$ cat src/rtl/assert_macros.svh
// assertion helpers shared by the parser modules
// both expect a signal named clk in the calling scope; HCP_ASSERT also needs rst_n
`ifndef ASSERT_MACROS_SVH
`define ASSERT_MACROS_SVH

// checked only outside reset
`define HCP_ASSERT(label, prop, msg) \
  label: assert property (@(posedge clk) disable iff (!rst_n) prop) else $error(msg);

// checked at every edge, reset included
`define HCP_ASSERT_RST(label, prop, msg) \
  label: assert property (@(posedge clk) prop) else $error(msg);

`endif

$ cat src/rtl/hcp_pkg.sv
// ----------------------------------------------------------------------------
// hcp_pkg
// Shared types and constants of the hex text frame line parser.
// ----------------------------------------------------------------------------
package hcp_pkg;

  localparam int LINE_BUFFER_DEF = 160;
  localparam int MAX_BYTES_DEF   = 8;
  localparam int QUEUE_DEPTH     = 2;
  localparam int OUT_BYTES       = 8;

  localparam int CHAR_W     = 8;
  localparam int ID_W       = 29;
  localparam int CNT_W      = 4;
  localparam int STATUS_W   = 2;
  localparam int BYTE_W     = 8;
  localparam int ACC_W      = 32;
  localparam int DIGIT_W    = 4;
  localparam int CFG_DATA_W = 29;
  localparam int CFG_IDX_W  = 1;

  localparam logic [CFG_IDX_W-1:0] CFG_ID_LIMIT   = 1'b0;
  localparam logic [CFG_IDX_W-1:0] CFG_DATA_LIMIT = 1'b1;

  localparam logic [ID_W-1:0]  ID_LIMIT_RST   = 29'd2047;
  localparam logic [CNT_W-1:0] DATA_LIMIT_RST = 4'd8;

  typedef enum logic [STATUS_W-1:0] {
    STAT_OK       = 2'd0,
    STAT_BAD_ID   = 2'd1,
    STAT_BAD_DATA = 2'd2,
    STAT_TOO_MANY = 2'd3
  } hcp_status_t;

  typedef enum logic [2:0] {
    PH_BETWEEN = 3'd0,
    PH_LEAD    = 3'd1,
    PH_SIGN    = 3'd2,
    PH_ZERO    = 3'd3,
    PH_PREFIX  = 3'd4,
    PH_DIGITS  = 3'd5,
    PH_BAD     = 3'd6
  } hcp_phase_t;

  typedef enum logic [3:0] {
    CLS_SKIP  = 4'd0,
    CLS_SPACE = 4'd1,
    CLS_WS    = 4'd2,
    CLS_PLUS  = 4'd3,
    CLS_MINUS = 4'd4,
    CLS_ZERO  = 4'd5,
    CLS_X     = 4'd6,
    CLS_HEX   = 4'd7,
    CLS_OTHER = 4'd8
  } hcp_class_t;

  // one classified character on its way from front to back
  typedef struct packed {
    hcp_class_t         cls;
    logic [DIGIT_W-1:0] digit;
    logic               eol;
  } hcp_entry_t;

endpackage

$ cat src/rtl/hcp_if.sv
// ----------------------------------------------------------------------------
// hcp_in_if / hcp_out_if
// Valid/ready channels of the parser: characters in, frames out.
// ----------------------------------------------------------------------------
interface hcp_in_if;
  logic                        valid;
  logic                        ready;
  logic [hcp_pkg::CHAR_W-1:0]  char_byte;
  logic                        end_of_line;

  modport source (output valid, output char_byte, output end_of_line, input ready);
  modport sink   (input valid, input char_byte, input end_of_line, output ready);
endinterface

interface hcp_out_if;
  logic                          valid;
  logic                          ready;
  logic [hcp_pkg::STATUS_W-1:0]  status;
  logic [hcp_pkg::ID_W-1:0]      frame_id;
  logic [hcp_pkg::CNT_W-1:0]     byte_count;
  logic [hcp_pkg::BYTE_W-1:0]    byte_0;
  logic [hcp_pkg::BYTE_W-1:0]    byte_1;
  logic [hcp_pkg::BYTE_W-1:0]    byte_2;
  logic [hcp_pkg::BYTE_W-1:0]    byte_3;
  logic [hcp_pkg::BYTE_W-1:0]    byte_4;
  logic [hcp_pkg::BYTE_W-1:0]    byte_5;
  logic [hcp_pkg::BYTE_W-1:0]    byte_6;
  logic [hcp_pkg::BYTE_W-1:0]    byte_7;

  modport source (output valid, output status, output frame_id, output byte_count,
                  output byte_0, output byte_1, output byte_2, output byte_3,
                  output byte_4, output byte_5, output byte_6, output byte_7,
                  input ready);
  modport sink   (input valid, input status, input frame_id, input byte_count,
                  input byte_0, input byte_1, input byte_2, input byte_3,
                  input byte_4, input byte_5, input byte_6, input byte_7,
                  output ready);
endinterface

$ cat src/rtl/hcp_front.sv
// ----------------------------------------------------------------------------
// hcp_front
// Accepts characters, applies line cut and length limit, classifies them.
// ----------------------------------------------------------------------------
module hcp_front #(
  parameter int LINE_BUFFER = hcp_pkg::LINE_BUFFER_DEF
) (
  input  logic                clk,
  input  logic                rst_n,
  hcp_in_if.sink              in_ch,
  input  logic                q_full,
  output logic                push,
  output hcp_pkg::hcp_entry_t push_entry
);

  localparam int CW = $clog2(LINE_BUFFER);

  logic [CW-1:0]                   cnt_r, cnt_nxt;
  logic                            cut_r, cut_nxt;
  logic                            take;
  hcp_pkg::hcp_class_t             raw_cls;
  logic [hcp_pkg::DIGIT_W-1:0]     raw_digit;
  logic [hcp_pkg::CHAR_W-1:0]      c;

  assign c           = in_ch.char_byte;
  assign in_ch.ready = !q_full;
  assign push        = in_ch.valid && !q_full;

  // character decoder
  always_comb begin
    raw_cls   = hcp_pkg::CLS_OTHER;
    raw_digit = '0;
    unique case (c) inside
      8'h20:          raw_cls = hcp_pkg::CLS_SPACE;
      [8'h09:8'h0D]:  raw_cls = hcp_pkg::CLS_WS;
      8'h2B:          raw_cls = hcp_pkg::CLS_PLUS;
      8'h2D:          raw_cls = hcp_pkg::CLS_MINUS;
      8'h30:          raw_cls = hcp_pkg::CLS_ZERO;
      8'h58, 8'h78:   raw_cls = hcp_pkg::CLS_X;
      [8'h31:8'h39]: begin
        raw_cls   = hcp_pkg::CLS_HEX;
        raw_digit = c[3:0];
      end
      [8'h41:8'h46], [8'h61:8'h66]: begin
        raw_cls   = hcp_pkg::CLS_HEX;
        raw_digit = c[3:0] + 4'd9;
      end
      default:        raw_cls = hcp_pkg::CLS_OTHER;
    endcase
  end

  assign take = !cut_r && (c != '0) && (cnt_r < CW'(LINE_BUFFER - 1));

  always_comb begin
    cnt_nxt = cnt_r;
    cut_nxt = cut_r;
    if (push) begin
      if (!cut_r && c == '0) begin
        cut_nxt = 1'b1;
      end
      if (take) begin
        cnt_nxt = cnt_r + 1'b1;
      end
      // line state restarts after the last character
      if (in_ch.end_of_line) begin
        cnt_nxt = '0;
        cut_nxt = 1'b0;
      end
    end
  end

  always_comb begin
    push_entry.cls   = take ? raw_cls : hcp_pkg::CLS_SKIP;
    push_entry.digit = raw_digit;
    push_entry.eol   = in_ch.end_of_line;
  end

  always_ff @(posedge clk) begin
    if (!rst_n) begin
      cnt_r <= '0;
      cut_r <= 1'b0;
    end else begin
      cnt_r <= cnt_nxt;
      cut_r <= cut_nxt;
    end
  end

endmodule

$ cat src/rtl/hcp_queue.sv
// ----------------------------------------------------------------------------
// hcp_queue
// Short register queue of classified characters between front and back.
// ----------------------------------------------------------------------------
`include "assert_macros.svh"

module hcp_queue (
  input  logic                clk,
  input  logic                rst_n,
  input  logic                push,
  input  hcp_pkg::hcp_entry_t push_entry,
  output logic                full,
  output logic                valid,
  output hcp_pkg::hcp_entry_t head,
  input  logic                pop
);

  localparam int PW = $clog2(hcp_pkg::QUEUE_DEPTH);
  localparam int NW = $clog2(hcp_pkg::QUEUE_DEPTH + 1);

  hcp_pkg::hcp_entry_t mem_r [hcp_pkg::QUEUE_DEPTH];
  logic [PW-1:0]       wr_r, wr_nxt;
  logic [PW-1:0]       rd_r, rd_nxt;
  logic [NW-1:0]       count_r, count_nxt;
  logic                do_pop;

  assign full   = (count_r == NW'(hcp_pkg::QUEUE_DEPTH));
  assign valid  = (count_r != '0);
  assign head   = mem_r[rd_r];
  assign do_pop = pop && valid;

  always_comb begin
    wr_nxt    = push ? wr_r + 1'b1 : wr_r;
    rd_nxt    = do_pop ? rd_r + 1'b1 : rd_r;
    count_nxt = count_r;
    if (push && !do_pop) begin
      count_nxt = count_r + 1'b1;
    end else if (!push && do_pop) begin
      count_nxt = count_r - 1'b1;
    end
  end

  always_ff @(posedge clk) begin
    if (push) begin
      mem_r[wr_r] <= push_entry;
    end
  end

  always_ff @(posedge clk) begin
    if (!rst_n) begin
      wr_r    <= '0;
      rd_r    <= '0;
      count_r <= '0;
    end else begin
      wr_r    <= wr_nxt;
      rd_r    <= rd_nxt;
      count_r <= count_nxt;
    end
  end

  `HCP_ASSERT(a_q_no_overflow, count_r <= NW'(hcp_pkg::QUEUE_DEPTH), "queue count beyond depth")
  `HCP_ASSERT(a_q_ptr_gap, (count_r == '0) || (count_r == NW'(hcp_pkg::QUEUE_DEPTH)) || (wr_r != rd_r), "queue pointers disagree with count")
  `HCP_ASSERT_RST(a_q_reset, !rst_n |=> count_r == '0, "queue not empty after reset")

endmodule

$ cat src/rtl/hcp_back.sv
// ----------------------------------------------------------------------------
// hcp_back
// Token state machine, frame assembly, configuration and result register.
// ----------------------------------------------------------------------------
`include "assert_macros.svh"

module hcp_back #(
  parameter int MAX_BYTES = hcp_pkg::MAX_BYTES_DEF
) (
  input  logic                             clk,
  input  logic                             rst_n,
  input  logic                             q_valid,
  input  hcp_pkg::hcp_entry_t              q_head,
  output logic                             q_pop,
  input  logic                             cfg_we,
  input  logic [hcp_pkg::CFG_IDX_W-1:0]    cfg_index,
  input  logic [hcp_pkg::CFG_DATA_W-1:0]   cfg_wdata,
  hcp_out_if.source                        out_ch
);

  localparam int TW = $clog2(MAX_BYTES + 2);
  localparam int AW = hcp_pkg::ACC_W;
  localparam int NB = hcp_pkg::OUT_BYTES;

  // configuration
  logic [hcp_pkg::ID_W-1:0]   id_limit_r;
  logic [hcp_pkg::CNT_W-1:0]  data_limit_r;

  // token and line state
  hcp_pkg::hcp_phase_t        phase_r, phase_nxt;
  logic [AW-1:0]              acc_r, acc_nxt;
  logic                       ovf_r, ovf_nxt;
  logic                       minus_r, minus_nxt;
  logic [TW-1:0]              tok_r, tok_nxt;
  hcp_pkg::hcp_status_t       err_r, err_nxt;
  logic [hcp_pkg::ID_W-1:0]   held_id_r, held_id_nxt;
  logic [hcp_pkg::BYTE_W-1:0] held_r [NB];
  logic [hcp_pkg::BYTE_W-1:0] held_nxt [NB];

  // result register
  logic                       out_valid_r, out_valid_nxt;
  hcp_pkg::hcp_status_t       out_status_r, out_status_nxt;
  logic [hcp_pkg::ID_W-1:0]   out_id_r, out_id_nxt;
  logic [hcp_pkg::CNT_W-1:0]  out_cnt_r, out_cnt_nxt;
  logic [hcp_pkg::BYTE_W-1:0] out_bytes_r [NB];
  logic [hcp_pkg::BYTE_W-1:0] out_bytes_nxt [NB];

  // per character working values
  hcp_pkg::hcp_phase_t        s_phase, f_phase;
  logic [AW-1:0]              s_acc, f_acc, a_acc;
  logic                       s_ovf, f_ovf, a_ovf;
  logic                       s_minus, f_minus;
  logic                       finish, ok_base, id_ok, byte_ok;
  logic [31:0]                lim, n_cur, n_fin;
  hcp_pkg::hcp_status_t       fin_err;
  logic                       load;
  hcp_pkg::hcp_class_t        cls;

  assign cls   = q_head.cls;
  // a line end waits for room in the result register
  assign q_pop = q_valid && (!q_head.eol || !out_valid_r || out_ch.ready);
  assign load  = q_pop && q_head.eol;

  assign lim   = (32'(data_limit_r) < 32'(MAX_BYTES)) ? 32'(data_limit_r) : 32'(MAX_BYTES);
  assign n_cur = 32'(tok_r) - 32'd1;

  // character step of the token machine
  always_comb begin
    s_phase = phase_r;
    s_acc   = acc_r;
    s_ovf   = ovf_r;
    s_minus = minus_r;
    if (q_pop && cls != hcp_pkg::CLS_SPACE && cls != hcp_pkg::CLS_SKIP &&
        phase_r == hcp_pkg::PH_BETWEEN) begin
      s_phase = hcp_pkg::PH_LEAD;
      s_acc   = '0;
      s_ovf   = 1'b0;
      s_minus = 1'b0;
    end
    // saturating shift-in of one hex digit
    a_ovf = s_ovf || (s_acc[AW-1:AW-4] != '0);
    if (s_ovf) begin
      a_acc = s_acc;
    end else if (s_acc[AW-1:AW-4] != '0) begin
      a_acc = '1;
    end else begin
      a_acc = {s_acc[AW-5:0], q_head.digit};
    end
    f_phase = s_phase;
    f_acc   = s_acc;
    f_ovf   = s_ovf;
    f_minus = s_minus;
    if (q_pop && cls != hcp_pkg::CLS_SPACE && cls != hcp_pkg::CLS_SKIP) begin
      unique case (s_phase)
        hcp_pkg::PH_LEAD: begin
          if (cls == hcp_pkg::CLS_WS) begin
            f_phase = hcp_pkg::PH_LEAD;
          end else if (cls == hcp_pkg::CLS_PLUS || cls == hcp_pkg::CLS_MINUS) begin
            f_minus = (cls == hcp_pkg::CLS_MINUS);
            f_phase = hcp_pkg::PH_SIGN;
          end else if (cls == hcp_pkg::CLS_ZERO) begin
            f_phase = hcp_pkg::PH_ZERO;
          end else if (cls == hcp_pkg::CLS_HEX) begin
            f_acc   = AW'(q_head.digit);
            f_phase = hcp_pkg::PH_DIGITS;
          end else begin
            f_phase = hcp_pkg::PH_BAD;
          end
        end
        hcp_pkg::PH_SIGN: begin
          if (cls == hcp_pkg::CLS_ZERO) begin
            f_phase = hcp_pkg::PH_ZERO;
          end else if (cls == hcp_pkg::CLS_HEX) begin
            f_acc   = a_acc;
            f_ovf   = a_ovf;
            f_phase = hcp_pkg::PH_DIGITS;
          end else begin
            f_phase = hcp_pkg::PH_BAD;
          end
        end
        hcp_pkg::PH_ZERO: begin
          if (cls == hcp_pkg::CLS_X) begin
            f_phase = hcp_pkg::PH_PREFIX;
          end else if (cls == hcp_pkg::CLS_HEX || cls == hcp_pkg::CLS_ZERO) begin
            f_acc   = a_acc;
            f_ovf   = a_ovf;
            f_phase = hcp_pkg::PH_DIGITS;
          end else begin
            f_phase = hcp_pkg::PH_BAD;
          end
        end
        hcp_pkg::PH_PREFIX, hcp_pkg::PH_DIGITS: begin
          if (cls == hcp_pkg::CLS_HEX || cls == hcp_pkg::CLS_ZERO) begin
            f_acc   = a_acc;
            f_ovf   = a_ovf;
            f_phase = hcp_pkg::PH_DIGITS;
          end else begin
            f_phase = hcp_pkg::PH_BAD;
          end
        end
        default: f_phase = hcp_pkg::PH_BAD;
      endcase
    end
  end

  // token close and line assembly
  always_comb begin
    finish  = q_pop && (cls == hcp_pkg::CLS_SPACE || q_head.eol) &&
              (f_phase != hcp_pkg::PH_BETWEEN);
    ok_base = (f_phase == hcp_pkg::PH_ZERO || f_phase == hcp_pkg::PH_DIGITS) &&
              !f_ovf && !(f_minus && f_acc != '0);
    id_ok   = ok_base && (f_acc <= AW'(id_limit_r));
    byte_ok = ok_base && (f_acc[AW-1:hcp_pkg::BYTE_W] == '0);

    phase_nxt   = finish ? hcp_pkg::PH_BETWEEN : f_phase;
    acc_nxt     = f_acc;
    ovf_nxt     = f_ovf;
    minus_nxt   = f_minus;
    tok_nxt     = tok_r;
    err_nxt     = err_r;
    held_id_nxt = held_id_r;
    held_nxt    = held_r;

    if (finish && err_r == hcp_pkg::STAT_OK) begin
      if (tok_r == '0) begin
        if (id_ok) begin
          held_id_nxt = f_acc[hcp_pkg::ID_W-1:0];
          tok_nxt     = TW'(1);
        end else begin
          err_nxt = hcp_pkg::STAT_BAD_ID;
        end
      end else if (n_cur >= lim) begin
        err_nxt = hcp_pkg::STAT_TOO_MANY;
      end else if (!byte_ok) begin
        err_nxt = hcp_pkg::STAT_BAD_DATA;
      end else begin
        for (int k = 0; k < NB; k++) begin
          if (32'(k) == n_cur) begin
            held_nxt[k] = f_acc[hcp_pkg::BYTE_W-1:0];
          end
        end
        tok_nxt = tok_r + 1'b1;
      end
    end

    fin_err = (err_nxt == hcp_pkg::STAT_OK && tok_nxt == '0) ? hcp_pkg::STAT_BAD_ID : err_nxt;
    n_fin   = 32'(tok_nxt) - 32'd1;

    out_valid_nxt  = out_valid_r && !out_ch.ready;
    out_status_nxt = out_status_r;
    out_id_nxt     = out_id_r;
    out_cnt_nxt    = out_cnt_r;
    out_bytes_nxt  = out_bytes_r;
    if (load) begin
      out_valid_nxt  = 1'b1;
      out_status_nxt = fin_err;
      out_id_nxt     = (fin_err == hcp_pkg::STAT_OK) ? held_id_nxt : '0;
      out_cnt_nxt    = (fin_err == hcp_pkg::STAT_OK) ? n_fin[hcp_pkg::CNT_W-1:0] : '0;
      for (int k = 0; k < NB; k++) begin
        out_bytes_nxt[k] = (fin_err == hcp_pkg::STAT_OK && 32'(k) < n_fin) ?
                           held_nxt[k] : '0;
      end
      // line state restarts
      phase_nxt = hcp_pkg::PH_BETWEEN;
      acc_nxt   = '0;
      ovf_nxt   = 1'b0;
      minus_nxt = 1'b0;
      tok_nxt   = '0;
      err_nxt   = hcp_pkg::STAT_OK;
    end
  end

  always_ff @(posedge clk) begin
    if (!rst_n) begin
      id_limit_r   <= hcp_pkg::ID_LIMIT_RST;
      data_limit_r <= hcp_pkg::DATA_LIMIT_RST;
    end else if (cfg_we) begin
      unique case (cfg_index)
        hcp_pkg::CFG_ID_LIMIT:   id_limit_r   <= cfg_wdata[hcp_pkg::ID_W-1:0];
        hcp_pkg::CFG_DATA_LIMIT: data_limit_r <= cfg_wdata[hcp_pkg::CNT_W-1:0];
        default: ;
      endcase
    end
  end

  always_ff @(posedge clk) begin
    if (!rst_n) begin
      phase_r     <= hcp_pkg::PH_BETWEEN;
      ovf_r       <= 1'b0;
      minus_r     <= 1'b0;
      tok_r       <= '0;
      err_r       <= hcp_pkg::STAT_OK;
      out_valid_r <= 1'b0;
    end else begin
      phase_r     <= phase_nxt;
      ovf_r       <= ovf_nxt;
      minus_r     <= minus_nxt;
      tok_r       <= tok_nxt;
      err_r       <= err_nxt;
      out_valid_r <= out_valid_nxt;
    end
  end

  always_ff @(posedge clk) begin
    acc_r        <= acc_nxt;
    held_id_r    <= held_id_nxt;
    held_r       <= held_nxt;
    out_status_r <= out_status_nxt;
    out_id_r     <= out_id_nxt;
    out_cnt_r    <= out_cnt_nxt;
    out_bytes_r  <= out_bytes_nxt;
  end

  assign out_ch.valid      = out_valid_r;
  assign out_ch.status     = out_status_r;
  assign out_ch.frame_id   = out_id_r;
  assign out_ch.byte_count = out_cnt_r;
  assign out_ch.byte_0     = out_bytes_r[0];
  assign out_ch.byte_1     = out_bytes_r[1];
  assign out_ch.byte_2     = out_bytes_r[2];
  assign out_ch.byte_3     = out_bytes_r[3];
  assign out_ch.byte_4     = out_bytes_r[4];
  assign out_ch.byte_5     = out_bytes_r[5];
  assign out_ch.byte_6     = out_bytes_r[6];
  assign out_ch.byte_7     = out_bytes_r[7];

  `HCP_ASSERT(a_tok_bound, tok_r <= TW'(MAX_BYTES + 1), "token index beyond byte limit")
  `HCP_ASSERT(a_line_clear, load |=> (tok_r == '0) && (err_r == hcp_pkg::STAT_OK), "line state not cleared after line end")
  `HCP_ASSERT(a_out_source, $rose(out_valid_r) |-> $past(load), "result shown without a line end")

endmodule

$ cat src/rtl/hex_text_can_frame_parser_top.sv
// ----------------------------------------------------------------------------
// hex_text_can_frame_parser_top
// Parses a text line of hex tokens, one character per request, into a frame.
// ----------------------------------------------------------------------------
// in_ch carries one character per request with end_of_line on the last one;
// out_ch carries one frame request per line: status, frame_id, byte_count and
// eight data bytes (zero when absent or when status is not ok).
// cfg_we/cfg_index/cfg_wdata write id_limit (index 0) and data_limit
// (index 1); write them only while no line is in flight.
// Throughput is one character per cycle while in_ch.ready is high. The front
// classifies the character in the cycle it is accepted and drops it into a
// two-entry queue; the back runs the token machine on it when it reaches the
// queue head and, on a line end, loads the result register, whose outputs
// drive out_ch.
// A held result does not stop the back from working on the next line; only
// a second line end waits for the result register, and then the queue fills
// and in_ch.ready falls after one more character.
// Reset (synchronous, rst_n low) empties the queue and result register,
// clears the line state and restores id_limit to 2047 and data_limit to 8.
// ----------------------------------------------------------------------------
module hex_text_can_frame_parser_top #(
  parameter int LINE_BUFFER = hcp_pkg::LINE_BUFFER_DEF,
  parameter int MAX_BYTES   = hcp_pkg::MAX_BYTES_DEF
) (
  input  logic                            clk,
  input  logic                            rst_n,
  hcp_in_if.sink                          in_ch,
  hcp_out_if.source                       out_ch,
  input  logic                            cfg_we,
  input  logic [hcp_pkg::CFG_IDX_W-1:0]   cfg_index,
  input  logic [hcp_pkg::CFG_DATA_W-1:0]  cfg_wdata
);

  logic                push;
  hcp_pkg::hcp_entry_t push_entry;
  logic                q_full;
  logic                q_valid;
  hcp_pkg::hcp_entry_t q_head;
  logic                q_pop;

  hcp_front #(
    .LINE_BUFFER (LINE_BUFFER)
  ) u_front (
    .clk        (clk),
    .rst_n      (rst_n),
    .in_ch      (in_ch),
    .q_full     (q_full),
    .push       (push),
    .push_entry (push_entry)
  );

  hcp_queue u_queue (
    .clk        (clk),
    .rst_n      (rst_n),
    .push       (push),
    .push_entry (push_entry),
    .full       (q_full),
    .valid      (q_valid),
    .head       (q_head),
    .pop        (q_pop)
  );

  hcp_back #(
    .MAX_BYTES (MAX_BYTES)
  ) u_back (
    .clk       (clk),
    .rst_n     (rst_n),
    .q_valid   (q_valid),
    .q_head    (q_head),
    .q_pop     (q_pop),
    .cfg_we    (cfg_we),
    .cfg_index (cfg_index),
    .cfg_wdata (cfg_wdata),
    .out_ch    (out_ch)
  );

endmodule
$ cat src/flat_wrapper.sv
// flat-port wrapper written by rule: the top's interface ports become plain ports
module hex_text_can_frame_parser_top_flat 
#(
  parameter int LINE_BUFFER = hcp_pkg::LINE_BUFFER_DEF,
  parameter int MAX_BYTES   = hcp_pkg::MAX_BYTES_DEF
)
  (clk, rst_n, cfg_we, cfg_index, cfg_wdata, in_ch_valid, in_ch_char_byte, in_ch_end_of_line, in_ch_ready, out_ch_valid, out_ch_status, out_ch_frame_id, out_ch_byte_count, out_ch_byte_0, out_ch_byte_1, out_ch_byte_2, out_ch_byte_3, out_ch_byte_4, out_ch_byte_5, out_ch_byte_6, out_ch_byte_7, out_ch_ready);
  hcp_in_if in_ch_i ();
  hcp_out_if out_ch_i ();
  input  logic clk;
  input  logic rst_n;
  input  logic cfg_we;
  input  logic [hcp_pkg::CFG_IDX_W-1:0] cfg_index;
  input  logic [hcp_pkg::CFG_DATA_W-1:0] cfg_wdata;
  input wire logic [$bits(in_ch_i.valid)-1:0] in_ch_valid;
  input wire logic [$bits(in_ch_i.char_byte)-1:0] in_ch_char_byte;
  input wire logic [$bits(in_ch_i.end_of_line)-1:0] in_ch_end_of_line;
  output wire logic [$bits(in_ch_i.ready)-1:0] in_ch_ready;
  output wire logic [$bits(out_ch_i.valid)-1:0] out_ch_valid;
  output wire logic [$bits(out_ch_i.status)-1:0] out_ch_status;
  output wire logic [$bits(out_ch_i.frame_id)-1:0] out_ch_frame_id;
  output wire logic [$bits(out_ch_i.byte_count)-1:0] out_ch_byte_count;
  output wire logic [$bits(out_ch_i.byte_0)-1:0] out_ch_byte_0;
  output wire logic [$bits(out_ch_i.byte_1)-1:0] out_ch_byte_1;
  output wire logic [$bits(out_ch_i.byte_2)-1:0] out_ch_byte_2;
  output wire logic [$bits(out_ch_i.byte_3)-1:0] out_ch_byte_3;
  output wire logic [$bits(out_ch_i.byte_4)-1:0] out_ch_byte_4;
  output wire logic [$bits(out_ch_i.byte_5)-1:0] out_ch_byte_5;
  output wire logic [$bits(out_ch_i.byte_6)-1:0] out_ch_byte_6;
  output wire logic [$bits(out_ch_i.byte_7)-1:0] out_ch_byte_7;
  input wire logic [$bits(out_ch_i.ready)-1:0] out_ch_ready;
  assign in_ch_i.valid = in_ch_valid;
  assign in_ch_i.char_byte = in_ch_char_byte;
  assign in_ch_i.end_of_line = in_ch_end_of_line;
  assign in_ch_ready = in_ch_i.ready;
  assign out_ch_valid = out_ch_i.valid;
  assign out_ch_status = out_ch_i.status;
  assign out_ch_frame_id = out_ch_i.frame_id;
  assign out_ch_byte_count = out_ch_i.byte_count;
  assign out_ch_byte_0 = out_ch_i.byte_0;
  assign out_ch_byte_1 = out_ch_i.byte_1;
  assign out_ch_byte_2 = out_ch_i.byte_2;
  assign out_ch_byte_3 = out_ch_i.byte_3;
  assign out_ch_byte_4 = out_ch_i.byte_4;
  assign out_ch_byte_5 = out_ch_i.byte_5;
  assign out_ch_byte_6 = out_ch_i.byte_6;
  assign out_ch_byte_7 = out_ch_i.byte_7;
  assign out_ch_i.ready = out_ch_ready;
  hex_text_can_frame_parser_top #(.LINE_BUFFER(LINE_BUFFER), .MAX_BYTES(MAX_BYTES)) u_core (.clk(clk), .rst_n(rst_n), .in_ch(in_ch_i), .out_ch(out_ch_i), .cfg_we(cfg_we), .cfg_index(cfg_index), .cfg_wdata(cfg_wdata));
endmodule
$ cat config.mk
export PLATFORM = sky130hd
export DESIGN_NAME = hex_text_can_frame_parser_top_flat
export DESIGN_NICKNAME = d
export VERILOG_FILES = /design/src/rtl/hcp_pkg.sv /design/src/rtl/hcp_if.sv /design/src/rtl/hcp_front.sv /design/src/rtl/hcp_queue.sv /design/src/rtl/hcp_back.sv /design/src/rtl/hex_text_can_frame_parser_top.sv /design/src/flat_wrapper.sv
export VERILOG_INCLUDE_DIRS = /design/src /design/src/rtl
export SDC_FILE = /design/constraint.sdc
export NUM_CORES = 1
export LEC_CHECK = 0
export ABC_AREA = 1
export ABC_CLOCK_PERIOD_IN_PS = 14500
export BUFFER_PORTS_ARGS = -buffer_cell sky130_fd_sc_hd__buf_2
export CAP_MARGIN = 25
export CORE_AREA = 2 2 154 156
export DETAILED_ROUTE_END_ITERATION = 10
export DIE_AREA = 0 0 156 158
export MAX_ROUTING_LAYER = met4
export PLACE_DENSITY = 0.82
export REMOVE_ABC_BUFFERS = 1
export SLEW_MARGIN = 20
export SYNTH_ARGS = -nofsm -noshare
export SYNTH_HDL_FRONTEND = slang
export SYNTH_SLANG_ARGS = --single-unit
$ cat constraint.sdc
create_clock -name clk -period 14.5 [get_ports clk]
set_clock_uncertainty 0.05 [all_clocks]
set_input_delay 1.45 -clock clk [delete_from_list [all_inputs] [get_ports clk]]
set_output_delay 1.45 -clock clk [all_outputs]
set_load 0.02 [all_outputs]
==> results.py, run 1 <==
metrics = {
    "worst_setup_path": {
        "cp.arrival_ns": 7.13,
        "crit_path_start_kind": "input port",
        "critPathRequiredTime_ns": 14.74,
        "cp_max_fo": 40,
        "cpMostUsedCell": "nand2_1",
        "worstSetupPathType": "input port to flop",
        "critPathMaxStageDelay_ns": 0.59,
        "r2r_slack_ns": 7.91,
        "crit_slowest_cell": "nand2_1",
        "crit_path_end_kind": "flop",
    },
    "place": {
        "io_buffers": 144,
        "hpwl_um": 21700,
        "place_ws_ns": 6.87,
        "place.gp.congestion": 1.06,
        "dpl-instance-area_mm2": 0.0144,
    },
    "timing": {
        "drv_slew": 0,
        "rsz0062_at_grt": "no",
        "max_freq_ghz": 0.145,
        "hold_violations": 0,
        "slew_headroom_pct": 36.9,
        "fin_crit_sh_pct": 47.5,
        "holdWs_ns": 0.411,
        "min_period_ns": 6.89,
        "timing.setup.tns_ns": 0,
        "setup_violations": 0,
        "worstMarginPinSlew_ns": 0.941,
        "fin_ws_ns": 7.61,
    },
    "clocking": {
        "clock_latency_ns": 0.57,
        "numCtsBuffers": 30,
        "post_cts_buffers": 0,
        "htree_levels": 1,
        "cts_tree": "yes",
        "clk_pin_slew_ns": 0.06,
        "cts_buffer_depth": 3,
        "cts_root_buffer": "clkbuf_16",
        "cts-resized-gates": 0,
        "cts_hold_buf": 0,
        "clock_sinks": 301,
    },
    "global_route": {
        "antenna_found_initial": 0,
        "overflow": 0,
        "track_usage_pct": 26.0,
        "grt_pass1_vias": 10100,
        "grt_max_degree": 63,
        "grt_pass1_wl_um": 50300,
    },
    "synthesis": {
        "avgSynthCellArea_um2": 8.45,
        "yosysUniqueCellTypes": 48,
        "yosysWarnings": 0,
        "ys_seq_elements": 301,
        "seq_area_frac_synth_pct": 53.2,
        "synth_ff_type": "dfxtp_1",
        "synth-edff-count": 117,
        "syn_area_mm2": 0.0135,
        "synthCells": 1600,
        "synth_async_sr_flop_share_pct": 0,
    },
    "finish": {
        "syn2layout_area_growth_pct": 14.2,
        "fill_cells": 1839,
        "finalNetCount": 1822,
        "final_common_cell": "nand2_1",
        "drive_gt1_share_pct": 14.7,
        "final_area_mm2": 0.0155,
        "regArea_mm2": 0.00720,
        "multi_input_area_mm2": 0.00517,
        "final_cell_mix": "nand2_1 (330), inv_1 (224), dfxtp_1 (184), nor2_1 (170), buf_2 (144)",
        "antenna_cells": 0,
    },
    "power": {
        "peakVddDrop_uv": 104,
        "power.leakage_uw": 0.00716,
        "power_density_mw_per_mm2": 158,
    },
    "floorplan": {
        "die_h_um": 158,
        "std_cell_rows": 56,
        "start_util_pct": 58.7,
        "die_w_um": 156,
        "die_area_mm2": 0.0246,
        "ios": 145,
        "core_mm2": 0.0231,
    },
    "status": {
        "status": "complete, no violations",
    },
    "route": {
        "vias": 10900,
        "drt-wirelength-per-cell_um": 15.4,
        "remaining_drc_errors": 0,
        "via_per_inst": 5.35,
        "drt_pass1_iterations": 9,
        "ant_nets": 0,
        "drt-total-wl_um": 31500,
        "drt_iter0_markers": 746,
    },
    "job": {
        "max_cap_viol_count": 0,
    },
    "hold_path": {
        "hp-class": "flop to flop",
    },
}
state kept, by name (all words and copies together), names as in the netlist, 3 cells and up, named ones only:
| signal | flops |
|---|---|
| u_core.u_queue.mem_r | 18 |
| u_core.u_back.acc_r | 32 |
| u_core.u_back.out_ch.byte_1 | 8 |
| u_core.u_back.out_ch.frame_id | 29 |
| u_core.u_back.out_ch.byte_7 | 8 |
| u_core.u_back.out_ch.byte_0 | 8 |
| u_core.u_back.out_ch.byte_6 | 8 |
| u_core.u_back.id_limit_r | 29 |
| u_core.u_back.out_ch.byte_2 | 8 |
| u_core.u_back.out_ch.byte_4 | 8 |
| u_core.u_back.phase_r | 3 |
| u_core.u_front.cnt_r | 8 |
| u_core.u_back.held_r | 64 |
| u_core.u_back.tok_r | 4 |
| u_core.u_back.data_limit_r | 4 |
| u_core.u_back.out_ch.byte_5 | 8 |
| u_core.u_back.out_ch.byte_count | 4 |
| u_core.u_back.out_ch.byte_3 | 8 |
| u_core.u_back.held_id_r | 29 |
worst max-delay path, delay by kind of cell:
family | cells | cell delay (ns)
AOI/OAI and AO/OA | 11 | 1.54
buffers and inverters | 4 | 0.63
and+or+nand+nor | 17 | 2.94
adders and majority gates | 2 | 0.53
Yosys cell counts (5+ instances only):
master,n,area [um^2]
nor3_1,6,30.0
buf_4,5,37.5
clkinv_1,10,37.5
nor2_1,170,638
dfxtp_1,184,3680
edfxtp_1,117,3510
nor3b_1,30,225
inv_1,224,841
inv_2,5,18.8
a21oi_2,11,96.3
ha_1,49,613
nand3_1,55,275
nand3_2,7,70.1
o22ai_1,5,31.3
nand2_1,332,1250
buf_2,19,95.1
o21ai_0,82,410
nand4_1,12,75.1
o21ai_1,92,460
nor2_2,12,75.1
a21oi_1,87,435
clkbuf_1,24,90.1
o211ai_1,15,113
layer usage:
metal / vias up / GRT usage, % / wire length [um]
met1: 5058 / 34.6 / 14200
li1: 5463 / - / -
met2: 351 / 42.2 / 14800
met3: 50 / 3.48 / 1810
met5: - / - / 0
met4: 0 / 7.12 / 697
cells by family after synthesis:
family	share of synthesized area, %
simple gates	20.7
xor+xnor	0.444
buf+inv	8.65
flops	53.2
compound gates	12.5
fa+ha+maj	4.53
power by group:
group	internal [uW]	switching [uW]	leakage, uW
registers	1010	41.3	0.00261
clock network	464	327	0.000505
logic	151	445	0.00405
total	1630	813	0.00716
worst paths after layout:
check / start / to / depth (start not counted)
min reg2reg: u_core.u_back.held_r[63] / u_core.u_back.held_r[63] / 2
min: u_core.u_back.held_r[63] / u_core.u_back.held_r[63] / 2
max: out_ch_ready / u_core.u_back.out_ch.byte_2[6] / 34
max reg2reg: flop / u_core.u_back.out_ch.byte_2[6] / 33
cell type report:
class | count | area share, %
Inverter | 240 | 5.85
Sequential cell | 301 | 46.6
Clock inverter | 17 | 1.28
Timing Repair Buffer | 149 | 5.04
Multi-Input combinational cell | 1007 | 33.5
Clock buffer | 39 | 5.41
Tap cell | 290 | 2.35
per-stage QoR:
step	util, %	total power [uW]	cells
after global routing	67.0	2560	2043
after detailed placement	62.5	1670	1987
after floorplan	-	1460	1548
after global placement	62.4	1650	1986
final	67.0	2440	2043
after CTS	67.0	2450	2043
Power figures use the tool's default switching activity.
==> run 2, diff against run 1 <==
Settings changed: ABC_AREA 1 to 0, ABC_CLOCK_PERIOD_IN_PS 14500 to 6800, PLACE_DENSITY 0.82 to 0.81.
Clock period 14.5 ns to 6.8 ns, I/O delays scaled along.
==> results.py, run 2 <==
metrics = {
    "status": {
        "status": "complete, no violations",
    },
    "power": {
        "swShare_pct": 33.2,
        "power_density_mw_per_mm2": 347,
        "power.leakage_uw": 0.00643,
        "peakVddDrop_uv": 216,
        "p_comb_share_pct": 27.0,
        "sequentialPowerShare_pct": 41.7,
        "power_frac_clock_pct": 31.3,
        "netSwitchingPower_uw": 1790,
        "intPower_uw": 3610,
    },
    "finish": {
        "fill_cells": 1777,
        "finalNetCount": 1588,
        "multi_input_area_mm2": 0.00575,
        "largestRegisters": "u_core.u_back.held_r (64), u_core.u_back.acc_r (32)",
        "regMostFlops": "u_core.u_back.held_r",
        "finalCoreUtilization_pct": 67.6,
        "drive_gt1_share_pct": 19.1,
        "antenna_cells": 0,
        "final_cell_mix": "nand2_1 (194), dfxtp_1 (184), buf_2 (144), edfxtp_1 (117), o21ai_0 (109)",
        "final_common_cell": "nand2_1",
        "largest_register_ffs": 64,
        "syn2layout_area_growth_pct": 16.2,
        "regArea_mm2": 0.00720,
    },
    "place": {
        "io_buffers": 144,
        "hpwl_um": 21300,
        "place.gp.congestion": 0.934,
    },
    "global_route": {
        "grt_pass1_wl_um": 49100,
        "overflow": 0,
        "track_usage_pct": 25.5,
        "grt_max_degree": 72,
        "grt_pass1_vias": 9640,
        "antenna_found_initial": 0,
    },
    "route": {
        "drt_iter0_markers": 772,
        "drt-total-wl_um": 30300,
        "via_per_inst": 5.67,
        "drt_pass1_iterations": 6,
        "drt-wirelength-per-cell_um": 16.8,
        "top_layer_used": "met4",
        "met3WireLength_um": 2220,
        "wl_met1_um": 13500,
        "met2_length_um": 13900,
        "ant_nets": 0,
        "remaining_drc_errors": 0,
        "vias": 10300,
    },
    "synthesis": {
        "synth_top_cell_by_area": "dfxtp_1",
        "ys_seq_elements": 301,
        "syn_area_mm2": 0.0134,
        "synth_ff_type": "dfxtp_1",
        "seq_area_frac_synth_pct": 53.7,
        "yosysUniqueCellTypes": 78,
        "synthCells": 1353,
        "synthTopCellsByArea": "dfxtp_1 (27%), edfxtp_1 (26%), nand2_1 (5.4%)",
        "synth.most_common_cell": "nand2_1",
        "synth-edff-count": 117,
        "synthTopCellsByCount": "nand2_1 (194), dfxtp_1 (184), edfxtp_1 (117), o21ai_0 (109), nor2_1 (90)",
        "yosysWarnings": 0,
        "avgSynthCellArea_um2": 9.91,
        "synth.top_cell.area_share_pct": 27.5,
        "synth_async_sr_flop_share_pct": 0,
    },
    "worst_setup_path": {
        "cp.arrival_ns": 6.60,
        "startpoint": "u_core.u_back.phase_r[2]",
        "crit_path_end_kind": "flop",
        "crit_chain": "or2_2 -> nor4_1 -> a21oi_1 -> nor2_1 -> buf_4 -> o21ai_0 -> a21oi_1 -> ha_1 -> a21oi_1 -> nor2b_1 -> o21ai_0 -> nand2b_1 -> a2111o_1 -> a211oi_1 -> buf_4 -> o21a_1 -> a21o_1 -> and2_1 -> inv_1 -> ha_1 -> or3b_1 -> mux2i_2 -> o21bai_1 -> and3_1",
        "critPathMaxStageDelay_ns": 0.48,
        "crit_path_start_kind": "flop",
        "crit_buf_inv": 3,
        "critical-path-top-delay-family": "compound AO/OA/AOI/OAI gates",
        "critPathRequiredTime_ns": 7.06,
        "cp_max_fo": 15,
        "crit_slowest_cell": "dfxtp_1",
        "worstSetupPathType": "flop to flop",
        "cpMostUsedCell": "a21oi_1",
        "reg2reg_from": "u_core.u_back.phase_r[2]",
    },
    "timing": {
        "timing.setup.tns_ns": 0,
        "max_freq_ghz": 0.158,
        "rsz0062_at_grt": "no",
        "setup_violations": 0,
        "drv_slew": 0,
        "fin_crit_sh_pct": 93.3,
        "hold_violations": 0,
        "min_period_ns": 6.35,
        "slew_headroom_pct": 38.6,
        "worstMarginPinSlew_ns": 0.921,
    },
    "clocking": {
        "numCtsBuffers": 29,
        "htree_levels": 1,
        "clock_latency_ns": 0.56,
        "clock_sinks": 301,
        "clk_pin_slew_ns": 0.06,
        "cts_root_buffer": "clkbuf_16",
        "cts_tree": "yes",
        "cts_buffer_depth": 3,
        "post_cts_buffers": 0,
    },
    "hold_path": {
        "hp-start": "cfg_wdata[10]",
        "hp-class": "input port to flop",
    },
    "job": {
        "max_cap_viol_count": 0,
    },
    "floorplan": {
        "ios": 145,
        "core_mm2": 0.0231,
        "die_h_um": 158,
        "std_cell_rows": 56,
        "die_w_um": 156,
        "die_area_mm2": 0.0246,
        "start_util_pct": 58.2,
    },
}
==> run 2: worst min-delay path, delay by kind of cell <==
family                 cells  cell delay [ns]
and+or+nand+nor            1             0.04
buffers and inverters      1             0.08
AOI/OAI and AO/OA          1             0.07
==> run 2: layer usage <==
metal	GRT usage (%)	vias up
met4	6.90	0
met5	-	-
met3	4.76	67
met2	40.2	390
li1	-	5054
met1	33.9	4740
==> run 2: worst paths after layout <==
path | to | slack, ns | depth (start not counted)
hold reg to reg | u_core.u_back.held_id_r[12] | 0.40 | 2
setup reg to reg | u_core.u_back.out_ch.byte_2[7] | 0.45 | 24
hold / removal | u_core.u_back.id_limit_r[10] | 0.30 | 3
setup / recovery | u_core.u_back.out_ch.byte_2[7] | 0.45 | 24
==> run 2: cells by family (layout without fill, tap and decap cells) <==
family | count (synthesis) | after routing | synth area share (%)
AOI/OAI and AO/OA | 280 | 280 | 13.3
and+or+nand+nor | 544 | 544 | 20.9
adders and majority gates | 49 | 49 | 4.57
muxes | 35 | 35 | 2.85
DFF | 301 | 301 | 53.7
xor gates and xnor gates | 13 | 13 | 0.849
buffers and inverters | 131 | 296 | 3.82
==> run 2: power by group through the flow <==
stage                     combinational, uW  sequential [uW]  clock (uW)
final                                  1460             2250        1690
after global routing                   1580             2280        1790
after CTS                              1440             2250        1710
after detailed placement               1440             2290           0
after global placement                 1430             2290           0
after floorplan                         665             2520           0
==> run 2: layout make-up <==
class	count	share of cell area (%)
inverters	63	1.53
clock inverters	13	1.02
well taps	290	2.33
repair buffers	179	6.47
clock buffers	41	5.54
multi-input cells	921	36.9
flip-flops and latches	301	46.2
==> run 2: metrics by stage <==
stage	std cells	cell area, um^2	total power, uW	worst slack, ns	hold WS (ns)
4_1_cts	1808	15600	5410	0.294	0.292
6_report	1808	15600	5410	0.455	0.298
3_3_place_gp	1754	14500	3720	0.409	0.381
5_1_grt	1808	15600	5650	0.0441	0.302
3_5_place_dp	1754	14500	3730	0.290	0.390
2_1_floorplan	1285	13100	3180	0.283	0.371
==> run 2: timing repair <==
item,4_1_cts,5_1_grt
setup endpoints to repair,0,48
gates resized for setup,0,5
hold buffers,0,0
==> run 3, diff against run 2 <==
Settings changed: CORE_AREA 2 2 154 156 to 2 2 162 149, DIE_AREA 0 0 156 158 to 0 0 164 151.
==> results.py, run 3 (synthesized netlist as in run 2, its figures left out) <==
metrics = {
    "status": {
        "status": "complete, no violations",
    },
    "global_route": {
        "grt_max_degree": 66,
        "antenna_found_initial": 0,
        "grt_pass1_vias": 9817,
        "track_usage_pct": 26.2,
        "met3_usage_pct": 3.23,
        "gr-max-usage-layer": "met2",
        "grt_use_met1_pct": 35.6,
        "overflow": 0,
        "gr-usage-met2_pct": 41.7,
        "grt_pass1_wl_um": 50300,
    },
    "route": {
        "drt-wirelength-per-cell_um": 17.1,
        "via_per_inst": 5.68,
        "drt_pass1_iterations": 5,
        "ant_nets": 0,
        "drt-total-wl_um": 31200,
        "drt_iter0_markers": 779,
        "vias": 10300,
        "remaining_drc_errors": 0,
    },
    "finish": {
        "fill_cells": 1770,
        "layoutNonFillerInstCount": 1819,
        "final_common_cell": "nand2_1",
        "antenna_cells": 0,
        "regMostFlops": "u_core.u_back.held_r",
        "finalNetCount": 1588,
        "largest_register_ffs": 64,
        "final_area_mm2": 0.0155,
        "final_cell_mix": "nand2_1 (194), dfxtp_1 (184), buf_2 (144), edfxtp_1 (117), o21ai_0 (109)",
        "largestRegisters": "u_core.u_back.held_r (64), u_core.u_back.acc_r (32)",
        "drive_gt1_share_pct": 18.9,
        "syn2layout_area_growth_pct": 15.6,
    },
    "worst_setup_path": {
        "critPathRequiredTime_ns": 7.05,
        "crit_path_start_kind": "flop",
        "worstSetupPathType": "flop to flop",
        "crit_path_end_kind": "flop",
        "cp_max_fo": 20,
        "cp.arrival_ns": 6.70,
    },
    "floorplan": {
        "start_util_pct": 58.3,
        "die_w_um": 164,
        "ios": 145,
        "die_h_um": 151,
        "std_cell_rows": 53,
        "core_mm2": 0.0230,
        "die_area_mm2": 0.0248,
    },
    "timing": {
        "fin_crit_sh_pct": 94.7,
        "min_period_ns": 6.44,
        "slew_headroom_pct": 42.3,
        "timing.setup.tns_ns": 0,
        "rsz0062_at_grt": "no",
        "worstMarginPinSlew_ns": 0.863,
        "setup_violations": 0,
        "max_freq_ghz": 0.155,
        "drv_slew": 0,
        "hold_violations": 0,
        "holdWs_ns": 0.290,
    },
    "power": {
        "power_density_mw_per_mm2": 339,
        "power.leakage_uw": 0.00638,
        "power_frac_clock_pct": 29.3,
        "intPower_uw": 3480,
        "sequentialPowerShare_pct": 43.0,
        "peakVddDrop_uv": 215,
        "netSwitchingPower_uw": 1780,
        "swShare_pct": 33.8,
        "p_comb_share_pct": 27.7,
    },
    "place": {
        "hpwl_um": 21700,
        "dpl-instance-area_mm2": 0.0146,
        "place_inst": 1766,
        "place.gp.congestion": 0.977,
        "io_buffers": 144,
    },
    "hold_path": {
        "hp-start": "cfg_wdata[8]",
        "hp-class": "input port to flop",
    },
    "clocking": {
        "htree_levels": 1,
        "clk_pin_slew_ns": 0.06,
        "cts_tree": "yes",
        "clock_latency_ns": 0.56,
        "cts_buffer_depth": 3,
        "clock_sinks": 301,
        "post_cts_buffers": 0,
        "cts_root_buffer": "clkbuf_16",
        "numCtsBuffers": 29,
    },
    "job": {
        "max_cap_viol_count": 0,
    },
}
-- run 3: stage by stage --
step | total power, uW | utilization [%] | setup WS [ns]
detailed placement | 3730 | 63.2 | 0.269
global placement | 3710 | 63.1 | 0.398
finish | 5260 | 67.4 | 0.357
floorplan | 3180 | - | 0.283
CTS | 5260 | 67.2 | 0.130
global route | 5510 | 67.4 | 0.00260
-- run 3: area by class of cell --
cell class / count / area [um^2] / share of cell area [%]
Clock buffer: 43 / 818 / 5.28
Timing Repair Buffer: 179 / 1020 / 6.55
Inverter: 63 / 239 / 1.54
Tap cell: 302 / 378 / 2.44
Clock inverter: 10 / 96.3 / 0.622
Multi-Input combinational cell: 921 / 5760 / 37.1
Sequential cell: 301 / 7200 / 46.4
-- run 3: metal layers --
layer	up-vias	wire length, um
met5	-	0
met2	362	14300
met3	65	1840
met1	4861	14200
li1	5038	-
met4	0	820
-- run 3: repair_timing --
action,4_1_cts,5_1_grt
hold buffers,0,0
resized for setup,0,9
endpoints found under the setup margin,0,87
-- run 3: worst paths after layout --
kind / to / slack, ns / depth (start not counted)
worst max register to register: u_core.u_back.out_ch.byte_1[5] / 0.36 / 24
worst min-delay path: u_core.u_back.id_limit_r[8] / 0.29 / 3
worst min register to register: u_core.u_back.held_r[29] / 0.40 / 2
worst max-delay path: u_core.u_back.out_ch.byte_1[5] / 0.36 / 24
-- run 3: worst max-delay path, cell delays in order, from the launching register on --
cell and delay [ns]:
dfxtp_1 0.34, buf_4 0.22, or4b_4 0.54, a2111o_1 0.40, nand2_1 0.15, or4_4 0.25
nand2_1 0.07, a21oi_1 0.21, ha_1 0.29, a21o_1 0.17, a21oi_1 0.17, nor2b_1 0.07
o2111ai_1 0.22, a21oi_1 0.12, a2111o_1 0.46, a211oi_1 0.34, o21a_1 0.18, a21o_1 0.17
and2_1 0.16, inv_1 0.08, ha_1 0.29, or3b_1 0.42, mux2i_2 0.28, o21ai_1 0.23
and3_1 0.26
-- run 3: power by group through the flow --
stage	clock network [uW]	logic [uW]	registers [uW]
2_1_floorplan	0	665	2520
3_3_place_gp	0	1420	2290
3_5_place_dp	0	1430	2300
4_1_cts	1560	1440	2260
5_1_grt	1640	1580	2290
6_report	1540	1450	2260
